<file path="config.mk">
export PLATFORM = sky130hd
export DESIGN_NAME = sas_cell
export DESIGN_NICKNAME = d
export VERILOG_FILES = /design/src/sv/sas_pkg.sv /design/src/sv/sas_cell.sv
export SDC_FILE = /design/constraint.sdc
export NUM_CORES = 1
export LEC_CHECK = 0
export BUFFER_PORTS_ARGS = -buffer_cell sky130_fd_sc_hd__clkbuf_2
export CAP_MARGIN = 20
export CORE_ASPECT_RATIO = 0.75
export CORE_MARGIN = 3
export CORE_UTILIZATION = 48
export DETAILED_ROUTE_END_ITERATION = 7
export PLACE_DENSITY_LB_ADDON = 0.25
export SETUP_SLACK_MARGIN = 0.5
export SYNTH_ARGS = -nofsm -noshare
export SYNTH_HDL_FRONTEND = slang
export SYNTH_SLANG_ARGS = --single-unit
</file>
<file path="constraint.sdc">
create_clock -name clk -period 5.96 [get_ports clk]
set_input_delay 1.192 -clock clk [delete_from_list [all_inputs] [get_ports clk]]
set_output_delay 1.192 -clock clk [all_outputs]
set_load 0.005 [all_outputs]
</file>
<file path="src/sv/sas_pkg.sv">
// Shared types and constants for the sorted array set block.
// Used by sas_cell and sorted_array_set_core; depends on nothing.
package sas_pkg;

  localparam logic [1:0] CMD_ADD    = 2'd0;
  localparam logic [1:0] CMD_REMOVE = 2'd1;
  localparam logic [1:0] CMD_QUERY  = 2'd2;

  localparam int IN_TDATA_W  = 40;
  localparam int OUT_TDATA_W = 16;
  localparam int COUNT_W     = 9;

  typedef enum logic [1:0] {
    ST_IDLE,
    ST_CMP,
    ST_DEC,
    ST_UPD
  } sas_state_t;

  typedef struct packed {
    logic cap;
    logic ins;
    logic del;
  } cell_ctl_t;

endpackage

</file>
<file path="src/sv/sas_cell.sv">
// One storage cell of the sorted key row: holds a key and its compare flags.
// Depends on sas_pkg for the control struct.
module sas_cell import sas_pkg::*; #(
  parameter int CW  = 9,
  parameter int IDX = 0
) (
  input  logic               clk,
  input  cell_ctl_t          ctl,
  input  logic signed [31:0] k,
  input  logic [CW-1:0]      count,
  input  logic signed [31:0] left_key,
  input  logic               left_lt,
  input  logic signed [31:0] right_key,
  output logic signed [31:0] key_o,
  output logic               lt_o,
  output logic               eq_o
);

  logic signed [31:0] key_r, key_nxt;
  logic               lt_r, lt_nxt;
  logic               eq_r, eq_nxt;
  logic               valid;

  assign valid = count > CW'(IDX);

  always_comb begin
    key_nxt = key_r;
    lt_nxt  = lt_r;
    eq_nxt  = eq_r;
    if (ctl.cap) begin
      lt_nxt = valid && (key_r < k);
      eq_nxt = valid && (key_r == k);
    end
    if (ctl.ins && !lt_r) begin
      key_nxt = left_lt ? k : left_key;
    end
    if (ctl.del && !lt_r) begin
      key_nxt = right_key;
    end
  end

  always_ff @(posedge clk) begin
    key_r <= key_nxt;
    lt_r  <= lt_nxt;
    eq_r  <= eq_nxt;
  end

  assign key_o = key_r;
  assign lt_o  = lt_r;
  assign eq_o  = eq_r;

endmodule
</file>
==> qor.yml <==
sta:
  grt_setup_unrepaired: "no"
  slew_viol_final: 0
  setup_viol: 0
  fmax_ghz: 0.3812
  fin_setup_tns_ns: 0
  fin_skew_ns: 0.005308
  min_period_over_period: 0.4402
  min_period_ns: 2.623
  worstMarginPinSlew_ns: 1.077
  max_slew_margin: 0.2820
  hold_viol: 0
drt:
  drt_iter0_drc: 60
  vias: 2302
  routedWlPerCell_um: 12.66
  first_pass_iters: 4
  routed_wl_mm: 6.000
  drc: 0
  antenna_left: 0
  avgViaCountPerCell: 4.857
clocking:
  cts_max_level: 2
  clk_pin_slew_ns: 0.06
  cts_tree: "done"
  root_buffer: "clkbuf_8"
  clock_latency_ns: 0.28
  ctsResizeCount: 0
  clockBufferDepth: 2
  holdBufCountCts: 0
  cts_setup_buffers: 0
  cts_made_buffers: 5
  cts_sinks: 34
synthesis:
  synth_top_area_share: 0.4046
  yosys-top-cells-area: "edfxtp_1 (40%), ha_1 (16%), mux2i_1 (13%)"
  synth_fp_nets: 405
  yosysWarnings: 0
  synthCells: 263
  syn_area_mm2: 0.002524
  synth_area_leader_cell: "edfxtp_1"
  avgSynthCellArea_um2: 9.596
  synth-edff-count: 34
  ys_async_sr_fraction: 0
  synth-main-ff-cell: "edfxtp_1"
  ys_seq_area_frac: 0.4046
  ys_top_cells_by_count: "nand2_1 (40), o21ai_0 (36), edfxtp_1 (34), mux2i_1 (33)"
  yosys.cell_count.top_type: "nand2_1"
  synth_cell_type_count: 30
  ys_ff_latch: 34
cells_and_area:
  nNetsFinal: 545
  syn2layout_area_growth_pct: 34.71
  diodes: 0
  final_cells: 474
  fill_cells: 402
  drive_above_1_share: 0.3781
  final_area_mm2: 0.003400
placement:
  place_area_mm2: 0.003299
  gp_congestion: 0.7966
  dp.cells: 467
  portBuffers: 143
  place_hpwl_mm: 4.901
power_and_ir_drop:
  p_sw_uw: 216.0
  p_comb_frac: 0.322
  seqPwrFrac: 0.465
  p_sw_frac: 0.3012
  p_clk_frac: 0.213
  power.density_mw_per_mm2: 210.9
  cell_internal_pwr_uw: 501.1
  ir_drop_mv: 0.1326
  leakagePower_nw: 1.793
setup_path:
  reg2reg_depth: 6
  crit_end: "lt_o$_DFFE_PP_"
  crit_required_ns: 6.08
  worstSetupStartpoint: "k[15]"
  rr_endpoint: "lt_o$_DFFE_PP_"
  crit_fanout: 3
  setup.worst_path.end_class: "flop"
  r2r_setup_slack_ns: 3.97
  critPathLaunchType: "input pin"
  reg2reg_from: "key_o[15]$_DFFE_PP_"
  critPathKind: "in2reg"
  cp.arrival_ns: 2.75
min_path:
  holdCritStartpoint: "key_o[31]$_DFFE_PP_"
  hp-class: "reg2reg"
global_routing:
  grt_remaining_overflow: 0
  grt_start_max_net_pins: 65
  grt_pass1_wl_mm: 9.501
  grt_usage: 0.1946
  antenna_found_initial: 0
  grt_pass1_vias: 2140
die:
  die_w_um: 89.73
  num_io_pins: 144
  rows: 22
  core_mm2: 0.004982
  die_area_mm2: 0.006173
  start_util: 0.5065
  chipHeight_um: 68.80
flow_run:
  drv_cap: 0
run_status:
  outcome: "finished, final reports clean"
## critical path, cell delays in order
cell,delay [ns]
clkbuf_2,0.10
inv_1,0.04
ha_1,0.32
a211o_1,0.26
a31oi_1,0.13
o21ai_1,0.12
o32ai_1,0.34
mux2i_1,0.24
## how the worst min path moves through the flow
stage	endpoint	cells past startpoint
after detailed placement	lt_o$_DFFE_PP_	3
final	lt_o$_DFFE_PP_	3
after global routing	lt_o$_DFFE_PP_	3
after floorplan	lt_o$_DFFE_PP_	3
after global placement	lt_o$_DFFE_PP_	3
after CTS	lt_o$_DFFE_PP_	3
## state kept, by name (all words and copies together) (netlist names)
signal	count
lt_o	1
eq_o	1
key_o	32
## routing by layer
metal,vias up,track usage,routed length (um)
li1,1220,-,-
met1,982,0.2449,2684
met2,90,0.3212,2687
met3,10,0.06291,520
met4,0,0.07075,108
met5,-,0,0
## cell type report
| cell class | instances | area (um^2) | area share |
|---|---|---|---|
| inverter | 32 | 120.1 | 0.03533 |
| clock inverter | 1 | 3.754 | 0.001104 |
| multi-input combinational | 186 | 1353 | 0.3979 |
| tap | 72 | 90.09 | 0.02650 |
| sequential | 34 | 1021 | 0.3003 |
| clock buffer | 5 | 68.82 | 0.02024 |
| timing repair buffer | 144 | 743.2 | 0.2186 |
## power groups by stage
stage               Sequential (mW)  Combinational [mW]  Clock, mW
global placement              0.337               0.224          0
CTS                           0.334               0.230      0.158
detailed placement            0.339               0.228          0
finish                        0.333               0.231      0.153
global route                  0.338               0.266      0.166
floorplan                     0.339               0.123          0
## metrics by stage
stage          worst slack [ns]  hold WS (ns)  power (mW)    util
6_report                  3.337        0.8607      0.7171  0.6823
5_1_grt                   3.194        0.9277      0.7704  0.6823
4_1_cts                   3.351        0.8660      0.7221  0.6768
3_5_place_dp              3.062        0.8479      0.5673  0.6622
3_3_place_gp              3.119        0.8292      0.5610  0.6622
2_1_floorplan             2.948        0.8006      0.4613       -
## cell usage in the layout (no fill, tap or decap), types with 5 or more instances in the layout
master	synthesis	layout
a21oi_1	11	11
clkbuf_2	0	143
clkbuf_8	0	5
edfxtp_1	34	34
ha_1	32	32
inv_1	32	32
mux2i_1	33	33
nand2_1	40	40
nand4_1	5	5
nor2_1	6	5
o21ai_0	36	36
## cell families after synthesis
group	synth area share
flip-flops	0.4046
multiplexers	0.1309
buffers and inverters	0.06544
adder cells (fa/ha/maj)	0.1586
AND/OR/NAND/NOR	0.1140
AO/OA/AOI/OAI	0.1264
(Power assumes the default switching activity.)
